File: src/rtl/core/jhtg_pkg.sv
// Shared types and constants of the JPEG header tile geometry block.
`default_nettype none
package jhtg_pkg;

  localparam int unsigned PROBE_BYTES = 65536;
  localparam int unsigned BYTES_W     = $clog2(PROBE_BYTES + 1);

  localparam logic [7:0] MK_FF  = 8'hFF;
  localparam logic [7:0] MK_SOI = 8'hD8;
  localparam logic [7:0] MK_SOS = 8'hDA;
  localparam logic [7:0] MK_DRI = 8'hDD;
  localparam logic [7:0] MK_RST0 = 8'hD0;
  localparam logic [7:0] MK_RST7 = 8'hD7;
  localparam logic [7:0] MK_TEM = 8'h01;

  localparam logic [2:0] ST_OK        = 3'd0;
  localparam logic [2:0] ST_NO_SOI    = 3'd1;
  localparam logic [2:0] ST_MALFORMED = 3'd2;
  localparam logic [2:0] ST_MISSING   = 3'd3;
  localparam logic [2:0] ST_MISMATCH  = 3'd4;
  localparam logic [2:0] ST_ZERO_SIZE = 3'd5;

  // Parse summary of one stream, handed from the parser to the geometry unit.
  typedef struct packed {
    logic        ge4;
    logic        bad_soi;
    logic        malformed;
    logic        dri_seen;
    logic        sof_seen;
    logic [15:0] restart;
    logic [3:0]  max_h;
    logic [3:0]  max_v;
  } rec_t;

  typedef struct packed {
    logic        start;
    logic [32:0] dividend;
    logic [31:0] divisor;
  } div_req_t;

  typedef struct packed {
    logic        done;
    logic [32:0] quo;
    logic [31:0] rem;
  } div_rsp_t;

  function automatic logic is_frame_marker(input logic [7:0] m);
    return (m >= 8'hC0 && m <= 8'hC3) || (m >= 8'hC5 && m <= 8'hC7) ||
           (m >= 8'hC9 && m <= 8'hCB) || (m >= 8'hCD && m <= 8'hCF);
  endfunction

endpackage
`default_nettype wire

File: src/rtl/core/jhtg_front.sv
// Byte-serial marker parser: walks segments and emits one summary per stream.
`default_nettype none
module jhtg_front (
  input  wire logic          clk,
  input  wire logic          rst_n,
  input  wire logic          in_valid,
  output logic               in_ready,
  input  wire logic [7:0]    in_data_byte,
  input  wire logic          in_last_byte,
  input  wire logic          q_full,
  output logic               q_push,
  output jhtg_pkg::rec_t     q_data
);

  typedef enum logic [9:0] {
    PH_SOI0      = 10'b0000000001,
    PH_SOI1      = 10'b0000000010,
    PH_SCAN      = 10'b0000000100,
    PH_FILL      = 10'b0000001000,
    PH_LENHI     = 10'b0000010000,
    PH_LENLO     = 10'b0000100000,
    PH_PAYLOAD   = 10'b0001000000,
    PH_SOS       = 10'b0010000000,
    PH_BADSOI    = 10'b0100000000,
    PH_MALFORMED = 10'b1000000000
  } phase_t;

  phase_t                         phase_r, phase_nxt;
  logic [jhtg_pkg::BYTES_W-1:0]   bytes_r, bytes_nxt;
  logic [15:0] seg_r, seg_nxt, pidx_r, pidx_nxt;
  logic [7:0]  marker_r, marker_nxt, lenhi_r, lenhi_nxt, cc_r, cc_nxt;
  logic        dri_r, dri_nxt, sof_r, sof_nxt;
  logic [15:0] rst_r, rst_nxt, prst_r, prst_nxt;
  logic [3:0]  mh_r, mh_nxt, mv_r, mv_nxt, ph_r, ph_nxt, pv_r, pv_nxt;
  logic [1:0]  sub_r, sub_nxt;
  logic [8:0]  k_r, k_nxt;

  logic        accept, take, fin, close_en;
  logic [15:0] close_len, len;
  logic [3:0]  fh, fv;

  assign in_ready = !q_full;
  assign accept   = in_valid && in_ready;
  assign fin      = (phase_r == PH_SOS) || (phase_r == PH_BADSOI) ||
                    (phase_r == PH_MALFORMED);
  assign take     = !fin && (bytes_r < jhtg_pkg::BYTES_W'(jhtg_pkg::PROBE_BYTES));
  assign len      = {lenhi_r, in_data_byte};
  assign fh       = (in_data_byte[7:4] == 4'd0) ? 4'd1 : in_data_byte[7:4];
  assign fv       = (in_data_byte[3:0] == 4'd0) ? 4'd1 : in_data_byte[3:0];

  always_comb begin
    phase_nxt = phase_r; bytes_nxt = bytes_r; seg_nxt = seg_r; pidx_nxt = pidx_r;
    marker_nxt = marker_r; lenhi_nxt = lenhi_r; cc_nxt = cc_r; dri_nxt = dri_r;
    sof_nxt = sof_r; rst_nxt = rst_r; prst_nxt = prst_r; mh_nxt = mh_r;
    mv_nxt = mv_r; ph_nxt = ph_r; pv_nxt = pv_r; sub_nxt = sub_r; k_nxt = k_r;
    close_en = 1'b0;
    close_len = 16'd0;
    if (accept && take) begin
      bytes_nxt = bytes_r + 1'b1;
      case (phase_r)
        PH_SOI0: phase_nxt = (in_data_byte == jhtg_pkg::MK_FF) ? PH_SOI1 : PH_BADSOI;
        PH_SOI1: phase_nxt = (in_data_byte == jhtg_pkg::MK_SOI) ? PH_SCAN : PH_BADSOI;
        PH_SCAN: if (in_data_byte == jhtg_pkg::MK_FF) phase_nxt = PH_FILL;
        PH_FILL: begin
          if (in_data_byte == jhtg_pkg::MK_FF) begin
            phase_nxt = PH_FILL;
          end else if (in_data_byte == jhtg_pkg::MK_SOS) begin
            phase_nxt = PH_SOS;
          end else if (in_data_byte == jhtg_pkg::MK_SOI || in_data_byte == jhtg_pkg::MK_TEM ||
                       (in_data_byte >= jhtg_pkg::MK_RST0 &&
                        in_data_byte <= jhtg_pkg::MK_RST7)) begin
            phase_nxt = PH_SCAN;
          end else begin
            marker_nxt = in_data_byte;
            phase_nxt  = PH_LENHI;
          end
        end
        PH_LENHI: begin
          lenhi_nxt = in_data_byte;
          phase_nxt = PH_LENLO;
        end
        PH_LENLO: begin
          if (len < 16'd2) begin
            phase_nxt = PH_MALFORMED;
          end else begin
            seg_nxt = len - 16'd2; pidx_nxt = 16'd0; cc_nxt = 8'd0; prst_nxt = 16'd0;
            ph_nxt = 4'd1; pv_nxt = 4'd1; sub_nxt = 2'd0; k_nxt = 9'd0;
            if (len == 16'd2) close_en = 1'b1;
            else phase_nxt = PH_PAYLOAD;
          end
        end
        PH_PAYLOAD: begin
          if (marker_r == jhtg_pkg::MK_DRI) begin
            if (pidx_r == 16'd0) prst_nxt = {in_data_byte, 8'd0};
            else if (pidx_r == 16'd1) prst_nxt = {prst_r[15:8], in_data_byte};
          end else if (jhtg_pkg::is_frame_marker(marker_r)) begin
            if (pidx_r == 16'd5) begin
              cc_nxt = in_data_byte;
            end else if (pidx_r >= 16'd7) begin
              // component bytes repeat every three; factors sit in the first
              if (sub_r == 2'd0 && k_r < {1'b0, cc_r}) begin
                if (fh > ph_r) ph_nxt = fh;
                if (fv > pv_r) pv_nxt = fv;
              end
              if (sub_r == 2'd0 && !k_r[8]) k_nxt = k_r + 1'b1;
              sub_nxt = (sub_r == 2'd2) ? 2'd0 : sub_r + 1'b1;
            end
          end
          pidx_nxt = pidx_r + 1'b1;
          seg_nxt  = seg_r - 1'b1;
          if (seg_r == 16'd1) begin
            close_en  = 1'b1;
            close_len = pidx_r + 1'b1;
          end
        end
        default: phase_nxt = phase_r;
      endcase
      if (close_en) begin
        phase_nxt = PH_SCAN;
        if (marker_r == jhtg_pkg::MK_DRI) begin
          if (close_len < 16'd2) begin
            phase_nxt = PH_MALFORMED;
          end else begin
            rst_nxt = prst_nxt;
            dri_nxt = 1'b1;
          end
        end else if (jhtg_pkg::is_frame_marker(marker_r)) begin
          if (close_len < 16'd8 ||
              (16'({cc_nxt, 1'b0}) + 16'(cc_nxt) + 16'd6) > close_len) begin
            phase_nxt = PH_MALFORMED;
          end else begin
            mh_nxt = ph_nxt; mv_nxt = pv_nxt; sof_nxt = 1'b1;
          end
        end
      end
    end
  end

  always_comb begin
    q_push           = accept && in_last_byte;
    q_data.ge4       = (bytes_nxt >= jhtg_pkg::BYTES_W'(4));
    q_data.bad_soi   = (phase_nxt == PH_BADSOI);
    q_data.malformed = (phase_nxt == PH_MALFORMED);
    q_data.dri_seen  = dri_nxt;
    q_data.sof_seen  = sof_nxt;
    q_data.restart   = rst_nxt;
    q_data.max_h     = mh_nxt;
    q_data.max_v     = mv_nxt;
  end

  always_ff @(posedge clk) begin
    if (!rst_n || q_push) begin
      phase_r <= PH_SOI0; bytes_r <= '0; seg_r <= '0; pidx_r <= '0; marker_r <= '0;
      lenhi_r <= '0; cc_r <= '0; dri_r <= 1'b0; sof_r <= 1'b0; rst_r <= '0;
      prst_r <= '0; mh_r <= 4'd1; mv_r <= 4'd1; ph_r <= 4'd1; pv_r <= 4'd1;
      sub_r <= '0; k_r <= '0;
    end else begin
      phase_r <= phase_nxt; bytes_r <= bytes_nxt; seg_r <= seg_nxt; pidx_r <= pidx_nxt;
      marker_r <= marker_nxt; lenhi_r <= lenhi_nxt; cc_r <= cc_nxt; dri_r <= dri_nxt;
      sof_r <= sof_nxt; rst_r <= rst_nxt; prst_r <= prst_nxt; mh_r <= mh_nxt;
      mv_r <= mv_nxt; ph_r <= ph_nxt; pv_r <= pv_nxt; sub_r <= sub_nxt; k_r <= k_nxt;
    end
  end

endmodule
`default_nettype wire

File: src/rtl/core/jhtg_fifo.sv
// Two-entry queue of parse summaries between parser and geometry unit.
`default_nettype none
module jhtg_fifo (
  input  wire logic           clk,
  input  wire logic           rst_n,
  input  wire logic           push,
  input  jhtg_pkg::rec_t      push_data,
  input  wire logic           pop,
  output jhtg_pkg::rec_t      pop_data,
  output logic                full,
  output logic                empty
);

  jhtg_pkg::rec_t mem_r [2];
  logic           wp_r, wp_nxt, rp_r, rp_nxt;
  logic [1:0]     cnt_r, cnt_nxt;

  assign full     = (cnt_r == 2'd2);
  assign empty    = (cnt_r == 2'd0);
  assign pop_data = mem_r[rp_r];

  always_comb begin
    wp_nxt  = wp_r ^ push;
    rp_nxt  = rp_r ^ pop;
    cnt_nxt = cnt_r + {1'b0, push} - {1'b0, pop};
  end

  always_ff @(posedge clk) begin
    if (!rst_n) begin
      wp_r <= 1'b0; rp_r <= 1'b0; cnt_r <= 2'd0;
    end else begin
      wp_r <= wp_nxt; rp_r <= rp_nxt; cnt_r <= cnt_nxt;
    end
  end

  always_ff @(posedge clk) begin
    if (push) mem_r[wp_r] <= push_data;
  end

endmodule
`default_nettype wire

File: src/rtl/core/jhtg_div.sv
// Restoring divider, 33-bit dividend by 32-bit divisor, one quotient bit per cycle.
`default_nettype none
module jhtg_div (
  input  wire logic            clk,
  input  wire logic            rst_n,
  input  jhtg_pkg::div_req_t   req,
  output jhtg_pkg::div_rsp_t   rsp
);

  logic [32:0] quo_r, quo_nxt, rem_r, rem_nxt, trial;
  logic [31:0] dvs_r, dvs_nxt;
  logic [5:0]  cnt_r, cnt_nxt;
  logic        busy_r, busy_nxt, done_r, done_nxt, fits;

  assign trial = {rem_r[31:0], quo_r[32]};
  assign fits  = (trial >= {1'b0, dvs_r});

  always_comb begin
    quo_nxt = quo_r; rem_nxt = rem_r; dvs_nxt = dvs_r; cnt_nxt = cnt_r;
    busy_nxt = busy_r; done_nxt = 1'b0;
    if (req.start) begin
      quo_nxt = req.dividend; rem_nxt = '0; dvs_nxt = req.divisor;
      cnt_nxt = '0; busy_nxt = 1'b1;
    end else if (busy_r) begin
      rem_nxt = fits ? (trial - {1'b0, dvs_r}) : trial;
      quo_nxt = {quo_r[31:0], fits};
      cnt_nxt = cnt_r + 1'b1;
      if (cnt_r == 6'd32) begin
        busy_nxt = 1'b0;
        done_nxt = 1'b1;
      end
    end
  end

  always_ff @(posedge clk) begin
    if (!rst_n) begin
      busy_r <= 1'b0; done_r <= 1'b0;
    end else begin
      busy_r <= busy_nxt; done_r <= done_nxt;
    end
  end

  always_ff @(posedge clk) begin
    quo_r <= quo_nxt; rem_r <= rem_nxt; dvs_r <= dvs_nxt; cnt_r <= cnt_nxt;
  end

  assign rsp.done = done_r;
  assign rsp.quo  = quo_r;
  assign rsp.rem  = rem_r[31:0];

endmodule
`default_nettype wire

File: src/rtl/core/jhtg_back.sv
// Geometry unit: judges a parse summary and derives MCU and tile geometry.
`default_nettype none
module jhtg_back (
  input  wire logic           clk,
  input  wire logic           rst_n,
  input  wire logic [31:0]    pic_width,
  input  wire logic [31:0]    pic_height,
  input  wire logic           q_empty,
  input  jhtg_pkg::rec_t      q_data,
  output logic                q_pop,
  output jhtg_pkg::div_req_t  div_req,
  input  jhtg_pkg::div_rsp_t  div_rsp,
  output logic                out_valid,
  input  wire logic           out_ready,
  output logic [2:0]          out_status,
  output logic [15:0]         out_rst_interval,
  output logic [6:0]          out_mcu_width,
  output logic [6:0]          out_mcu_height,
  output logic [15:0]         out_tile_width,
  output logic [6:0]          out_tile_height,
  output logic [31:0]         out_tiles_across,
  output logic [31:0]         out_tiles_down
);

  typedef enum logic [5:0] {
    BS_IDLE = 6'b000001,
    BS_DIV1 = 6'b000010,
    BS_DIV2 = 6'b000100,
    BS_CHK  = 6'b001000,
    BS_DIV3 = 6'b010000,
    BS_DIV4 = 6'b100000
  } bstate_t;

  bstate_t     state_r, state_nxt;
  logic [15:0] r_r, r_nxt;
  logic [6:0]  mw_r, mw_nxt, mh_r, mh_nxt;
  logic [22:0] tw_r, tw_nxt;
  logic [31:0] across_r, across_nxt;
  logic        ov_r, ov_nxt;
  logic [2:0]  st_r, st_nxt;
  logic [15:0] ri_r, ri_nxt, tw_o_r, tw_o_nxt;
  logic [6:0]  mw_o_r, mw_o_nxt, mh_o_r, mh_o_nxt;
  logic [31:0] ta_r, ta_nxt, td_r, td_nxt;
  logic        emit;
  logic [2:0]  emit_st;
  logic [2:0]  pre_st;
  logic [6:0]  q_mw, q_mh;

  assign q_mw = {q_data.max_h, 3'b000};
  assign q_mh = {q_data.max_v, 3'b000};

  always_comb begin
    if (pic_width == 32'd0 || pic_height == 32'd0)    pre_st = jhtg_pkg::ST_ZERO_SIZE;
    else if (!q_data.ge4 || q_data.bad_soi)            pre_st = jhtg_pkg::ST_NO_SOI;
    else if (q_data.malformed)                        pre_st = jhtg_pkg::ST_MALFORMED;
    else if (!q_data.dri_seen || !q_data.sof_seen || q_data.restart == 16'd0)
                                                      pre_st = jhtg_pkg::ST_MISSING;
    else                                              pre_st = jhtg_pkg::ST_OK;
  end

  always_comb begin
    state_nxt = state_r; r_nxt = r_r; mw_nxt = mw_r; mh_nxt = mh_r; tw_nxt = tw_r;
    across_nxt = across_r;
    q_pop = 1'b0;
    div_req.start = 1'b0; div_req.dividend = '0; div_req.divisor = '0;
    emit = 1'b0; emit_st = jhtg_pkg::ST_OK;
    case (state_r)
      BS_IDLE: begin
        if (!q_empty && !ov_r) begin
          q_pop = 1'b1;
          r_nxt = q_data.restart; mw_nxt = q_mw; mh_nxt = q_mh;
          if (pre_st != jhtg_pkg::ST_OK) begin
            emit = 1'b1; emit_st = pre_st;
          end else begin
            // MCUs per row, rounded up
            div_req.start    = 1'b1;
            div_req.dividend = {1'b0, pic_width} + 33'(q_mw) - 33'd1;
            div_req.divisor  = 32'(q_mw);
            state_nxt        = BS_DIV1;
          end
        end
      end
      BS_DIV1: begin
        if (div_rsp.done) begin
          if (33'(r_r) > div_rsp.quo) begin
            emit = 1'b1; emit_st = jhtg_pkg::ST_MISMATCH; state_nxt = BS_IDLE;
          end else begin
            div_req.start = 1'b1; div_req.dividend = div_rsp.quo;
            div_req.divisor = 32'(r_r); state_nxt = BS_DIV2;
          end
        end
      end
      BS_DIV2: begin
        if (div_rsp.done) begin
          if (div_rsp.rem != 32'd0) begin
            emit = 1'b1; emit_st = jhtg_pkg::ST_MISMATCH; state_nxt = BS_IDLE;
          end else begin
            tw_nxt = 23'(r_r) * 23'(mw_r); state_nxt = BS_CHK;
          end
        end
      end
      BS_CHK: begin
        if (tw_r[22:16] != 7'd0) begin
          emit = 1'b1; emit_st = jhtg_pkg::ST_MISMATCH; state_nxt = BS_IDLE;
        end else begin
          div_req.start = 1'b1; div_req.dividend = {1'b0, pic_width};
          div_req.divisor = 32'(tw_r); state_nxt = BS_DIV3;
        end
      end
      BS_DIV3: begin
        if (div_rsp.done) begin
          if (div_rsp.rem != 32'd0) begin
            emit = 1'b1; emit_st = jhtg_pkg::ST_MISMATCH; state_nxt = BS_IDLE;
          end else begin
            across_nxt       = div_rsp.quo[31:0];
            div_req.start    = 1'b1;
            div_req.dividend = {1'b0, pic_height} + 33'(mh_r) - 33'd1;
            div_req.divisor  = 32'(mh_r);
            state_nxt        = BS_DIV4;
          end
        end
      end
      BS_DIV4: begin
        if (div_rsp.done) begin
          emit = 1'b1; emit_st = jhtg_pkg::ST_OK; state_nxt = BS_IDLE;
        end
      end
      default: state_nxt = BS_IDLE;
    endcase
  end

  always_comb begin
    ov_nxt = ov_r; st_nxt = st_r; ri_nxt = ri_r; mw_o_nxt = mw_o_r; mh_o_nxt = mh_o_r;
    tw_o_nxt = tw_o_r; ta_nxt = ta_r; td_nxt = td_r;
    if (ov_r && out_ready) ov_nxt = 1'b0;
    if (emit) begin
      ov_nxt = 1'b1;
      st_nxt = emit_st;
      if (emit_st == jhtg_pkg::ST_OK) begin
        ri_nxt = r_r; mw_o_nxt = mw_r; mh_o_nxt = mh_r; tw_o_nxt = tw_r[15:0];
        ta_nxt = across_r; td_nxt = div_rsp.quo[31:0];
      end else begin
        ri_nxt = '0; mw_o_nxt = '0; mh_o_nxt = '0; tw_o_nxt = '0; ta_nxt = '0; td_nxt = '0;
      end
    end
  end

  always_ff @(posedge clk) begin
    if (!rst_n) begin
      state_r <= BS_IDLE; ov_r <= 1'b0;
    end else begin
      state_r <= state_nxt; ov_r <= ov_nxt;
    end
  end

  always_ff @(posedge clk) begin
    r_r <= r_nxt; mw_r <= mw_nxt; mh_r <= mh_nxt; tw_r <= tw_nxt; across_r <= across_nxt;
    st_r <= st_nxt; ri_r <= ri_nxt; mw_o_r <= mw_o_nxt; mh_o_r <= mh_o_nxt;
    tw_o_r <= tw_o_nxt; ta_r <= ta_nxt; td_r <= td_nxt;
  end

  assign out_valid            = ov_r;
  assign out_status           = st_r;
  assign out_rst_interval     = ri_r;
  assign out_mcu_width        = mw_o_r;
  assign out_mcu_height       = mh_o_r;
  assign out_tile_width       = tw_o_r;
  assign out_tile_height      = mh_o_r;
  assign out_tiles_across     = ta_r;
  assign out_tiles_down       = td_r;

endmodule
`default_nettype wire

File: src/rtl/core/jpeg_header_tile_geometry.sv
// JPEG header probe: parses a byte stream and reports restart-tile geometry.
// Bytes enter at one per cycle while the queue has room; the parser handles
// each byte in the cycle it is accepted, and the byte flagged last_byte
// queues a summary of the stream for the geometry unit. That unit runs up to
// four divisions, one after another, on one shared restoring divider, and
// gives a result sooner when the stream fails a check. Two summaries can wait
// in the queue; beyond that the input stalls. Image width and height sit at APB
// byte addresses 0 and 4 and are read while the summary is judged. A result
// transaction carries zeros in every field but status when status is not ok.
`default_nettype none
module jpeg_header_tile_geometry (
  input  wire logic        clk,
  input  wire logic        rst_n,
  input  wire logic        in_valid,
  output logic             in_ready,
  input  wire logic [7:0]  in_data_byte,
  input  wire logic        in_last_byte,
  output logic             out_valid,
  input  wire logic        out_ready,
  output logic [2:0]       out_status,
  output logic [15:0]      out_rst_interval,
  output logic [6:0]       out_mcu_width,
  output logic [6:0]       out_mcu_height,
  output logic [15:0]      out_tile_width,
  output logic [6:0]       out_tile_height,
  output logic [31:0]      out_tiles_across,
  output logic [31:0]      out_tiles_down,
  input  wire logic        psel,
  input  wire logic        penable,
  input  wire logic        pwrite,
  input  wire logic [2:0]  paddr,
  input  wire logic [31:0] pwdata,
  output logic [31:0]      prdata,
  output logic             pready
);

  logic [31:0] width_r, width_nxt, height_r, height_nxt;
  logic        wr_en;

  jhtg_pkg::rec_t     push_data, pop_data;
  logic               q_push, q_pop, q_full, q_empty;
  jhtg_pkg::div_req_t div_req;
  jhtg_pkg::div_rsp_t div_rsp;

  assign pready = 1'b1;
  assign wr_en  = psel && penable && pwrite;
  assign prdata = paddr[2] ? height_r : width_r;

  always_comb begin
    width_nxt  = width_r;
    height_nxt = height_r;
    if (wr_en) begin
      if (paddr[2]) height_nxt = pwdata;
      else          width_nxt  = pwdata;
    end
  end

  always_ff @(posedge clk) begin
    if (!rst_n) begin
      width_r <= '0; height_r <= '0;
    end else begin
      width_r <= width_nxt; height_r <= height_nxt;
    end
  end

  jhtg_front u_front (
    .clk, .rst_n, .in_valid, .in_ready, .in_data_byte, .in_last_byte,
    .q_full, .q_push, .q_data(push_data)
  );

  jhtg_fifo u_fifo (
    .clk, .rst_n, .push(q_push), .push_data, .pop(q_pop), .pop_data,
    .full(q_full), .empty(q_empty)
  );

  jhtg_div u_div (.clk, .rst_n, .req(div_req), .rsp(div_rsp));

  jhtg_back u_back (
    .clk, .rst_n, .pic_width(width_r), .pic_height(height_r),
    .q_empty, .q_data(pop_data), .q_pop, .div_req, .div_rsp,
    .out_valid, .out_ready, .out_status, .out_rst_interval, .out_mcu_width,
    .out_mcu_height, .out_tile_width, .out_tile_height, .out_tiles_across,
    .out_tiles_down
  );

endmodule
`default_nettype wire
File: config.mk
export PLATFORM = sky130hd
export DESIGN_NAME = jpeg_header_tile_geometry
export DESIGN_NICKNAME = d
export VERILOG_FILES = /design/src/rtl/core/jhtg_pkg.sv /design/src/rtl/core/jhtg_front.sv /design/src/rtl/core/jhtg_fifo.sv /design/src/rtl/core/jhtg_div.sv /design/src/rtl/core/jhtg_back.sv /design/src/rtl/core/jpeg_header_tile_geometry.sv
export SDC_FILE = /design/constraint.sdc
export NUM_CORES = 1
export LEC_CHECK = 0
export BUFFER_PORTS_ARGS = -buffer_cell sky130_fd_sc_hd__buf_2
export CORE_MARGIN = 1.5
export CORE_UTILIZATION = 51
export CTS_BUF_LIST = sky130_fd_sc_hd__clkbuf_2 sky130_fd_sc_hd__clkbuf_4 sky130_fd_sc_hd__clkbuf_8
export DETAILED_ROUTE_END_ITERATION = 7
export PLACE_DENSITY = 0.67
export RECOVER_POWER = 50
export SLEW_MARGIN = 20
export SYNTH_ARGS = -nofsm -noshare
export SYNTH_HDL_FRONTEND = slang
export SYNTH_SLANG_ARGS = --single-unit
File: constraint.sdc
create_clock -name clk -period 18.1 [get_ports clk]
set_input_delay 3.62 -clock clk [delete_from_list [all_inputs] [get_ports clk]]
set_output_delay 3.62 -clock clk [all_outputs]
set_load 0.02 [all_outputs]
==> metrics.txt <==
Max-slew headroom -1.706; vias in the first global route around 24000; RSZ-0062 raised after global routing false; DRC errors left 0; Worst-path clk slew roughly 60 ps; I/O pin count just over 200; CTS tree yes; met2 Use GR 0.4206; Peak VDD IR 92.55 uV; Synth warnings 0; first-pass GRT wire length 129600 um; initial antenna violation count 7; Pleak 14.08 nW; sw frac 0.3607; met1 global-route usage 0.3408; detailed placement HPWL 58300 um; routability-driven placement congestion ratio roughly 0.95; GRT Total Usage 0.2537; clock buffer count from CTS 93; Final setup viols 0; PortBufs 190; MaxCap Viol Count 12; Net Switching 0.001670 W; initial DRC count 2061; top cells by area, synth edfxtp_1 27%, dfxtp_1 16%, ha_1 8.1%; Worst EP required 18720 ps; Setup TNS 0 ps; worst slew pin tran 4058 ps; Worst Setup End Kind flip-flop; final hold violation count 0; via-per-instance ratio 5.674; fin crit share 0.5647; syn avg cell area 9.307 um^2; CTS hold repair buffers 0; Power, Total 0.004630 W; Slew Limit Fails between 500 and 600; post-synthesis sequential area ratio 0.4358; status finished with violations; WP buf/inv 2; worst-path maximum fanout 18; drt wl/cell approximately 18 um; pwr dens 129.8 nW/um^2; slowest cell on the critical path nor2b_1; Synth top area share 0.2741; post-cts resize count 0; most frequent cells in the layout 379 x nand2_1, 311 x nor2_1, 294 x edfxtp_1; Setup Fix Bufs, Post-CTS 0; CP delay by family, top simple AND/OR/NAND/NOR gates; Starting Density 0.5190; Worst EP arrival 10840 ps; gr ovfl total 0; top achievable clock speed slightly below 0.1 GHz; drt total wl 82420 um; commonest non-fill, non-tap cell in the layout nand2_1; Cell variety after synth 92; internal power 0.002960 W; most area-hungry cell type in the Yosys netlist edfxtp_1; Flop pwr share 0.377; nets a little under 4000; DRT antenna net count 0; pre-CTS setup slack 7252 ps; htree depth 3; Core Region 62050 um^2; GR peak layer met2; crit path from in_data_byte[5]; Post-Syn Area 32200 um^2; synth-to-layout area growth 10.76%; Logic pwr share 0.368; failing checks max-capacitance violations, max-slew violations; Cells after Synth 3460; # clock sinks 554; Critical Path Start Type primary input; WS Path Type primary input to flip-flop; later-pin clock latency in the skew report roughly 700 ps; Die Area 64660 um^2; setup ws final 7879 ps; GR Layer Usage met3 0.03899; clock share of power 0.255; fraction of layout cells with a size suffix above 1 0.1195; # rows 91; largest net degree at the start of global routing 88; min Tclk post-route 10220 ps; DR vias 25710; Die H 254.3 um; asr flop ratio synth 0; drt pass-1 iters 6; Post-synth EDFFs 294; skew final about 29 ps; HP Start u_div.quo_r[15]; Root Driver clkbuf_8; flops & latches, synth 554; Max Buffers Root-to-Sink 3; crit-path max cell delay 780 ps; ys flop type edfxtp_1; die width 254.3 um; worst min path class flip-flop to flip-flop
[synthesized netlist by cell type (all sizes together), types with 32 or more instances]
master / instances
xor2: 58
dfxtp: 260
inv: 239
nand2: 379
and2: 155
clkbuf: 143
a21oi: 199
a22oi: 44
mux2i: 36
a211oi: 34
fa: 32
a21boi: 69
nor3: 85
nand3: 45
ha: 209
o21ai: 171
xnor2: 96
nor2: 315
nand4: 42
nor2b: 44
edfxtp: 294
nor4: 54
buf: 40
[power by group through the flow]
stage	logic [W]	clock network, W	registers [W]
after global routing	0.00192	0.00126	0.00177
after global placement	0.00167	0	0.00177
after CTS	0.00171	0.00121	0.00174
final	0.00171	0.00118	0.00175
after floorplan	0.00120	0	0.00184
after detailed placement	0.00170	0	0.00177
[through the flow]
stage	area [um^2]	std cells	util	hold WS, ps
6_report	35670	4531	0.5748	449.8
4_1_cts	35740	4526	0.5760	451.0
3_3_place_gp	33760	4352	0.5441	432.4
3_5_place_dp	33760	4352	0.5441	434.4
2_1_floorplan	32270	3478	-	426.4
5_1_grt	35660	4529	0.5747	460.9
[final cells by class]
cell class              count  area (um^2)
clock inverters            23        193.9
fillers                  5510        26390
diodes                      5        12.51
repair buffers            220         1134
flip-flops and latches    554        14030
well taps                 837         1047
clock buffers             151         1784
inverters                 239        897.1
multi-input cells        2502        16560
[final timing paths]
| path | end | slack [ps] | cells after the start |
|---|---|---|---|
| worst max-delay path | u_front.mh_r[3] | 7880 | 28 |
| worst min-delay path | u_back.across_r[15] | 450 | 0 |
| worst max register to register | u_div.quo_r[24] | 10250 | 11 |
| worst min register to register | u_back.across_r[15] | 450 | 0 |
[per-layer routing]
| layer | routed length, um | up-vias |
|---|---|---|
| li1 | - | 12578 |
| met5 | 13 | - |
| met3 | 5546 | 117 |
| met2 | 38770 | 786 |
| met4 | 1945 | 2 |
| met1 | 36150 | 12227 |
[flip-flops by register name (all words and copies together) (netlist names), 9 cells and up, named ones only]
name                     count
u_back.out_rst_interval     16
u_front.phase_r             10
u_front.bytes_r             17
u_back.out_tiles_across     32
u_back.r_r                  16
u_back.out_tile_width       13
u_back.out_tiles_down       32
u_fifo.mem_r                58
height_r                    32
u_back.across_r             32
u_div.quo_r                 33
u_front.rst_r               16
u_front.k_r                  9
u_div.rem_r                 32
u_front.pidx_r              16
u_div.dvs_r                 23
width_r                     32
u_front.seg_r               16
u_front.prst_r              16
u_back.tw_r                 20
[cell families (layout without fill, tap and decap cells)]
group | after synthesis | after routing | synth area share
flops | 554 | 554 | 0.4358
buf+inv | 422 | 633 | 0.05222
xor+xnor | 154 | 154 | 0.04188
other cells | 2 | 25 | 0.0002332
simple gates | 1253 | 1253 | 0.1898
compound gates | 772 | 772 | 0.1588
mux | 62 | 62 | 0.02028
fa+ha+maj | 241 | 241 | 0.1011
Note: power is estimated with default switching activity, not from simulation.
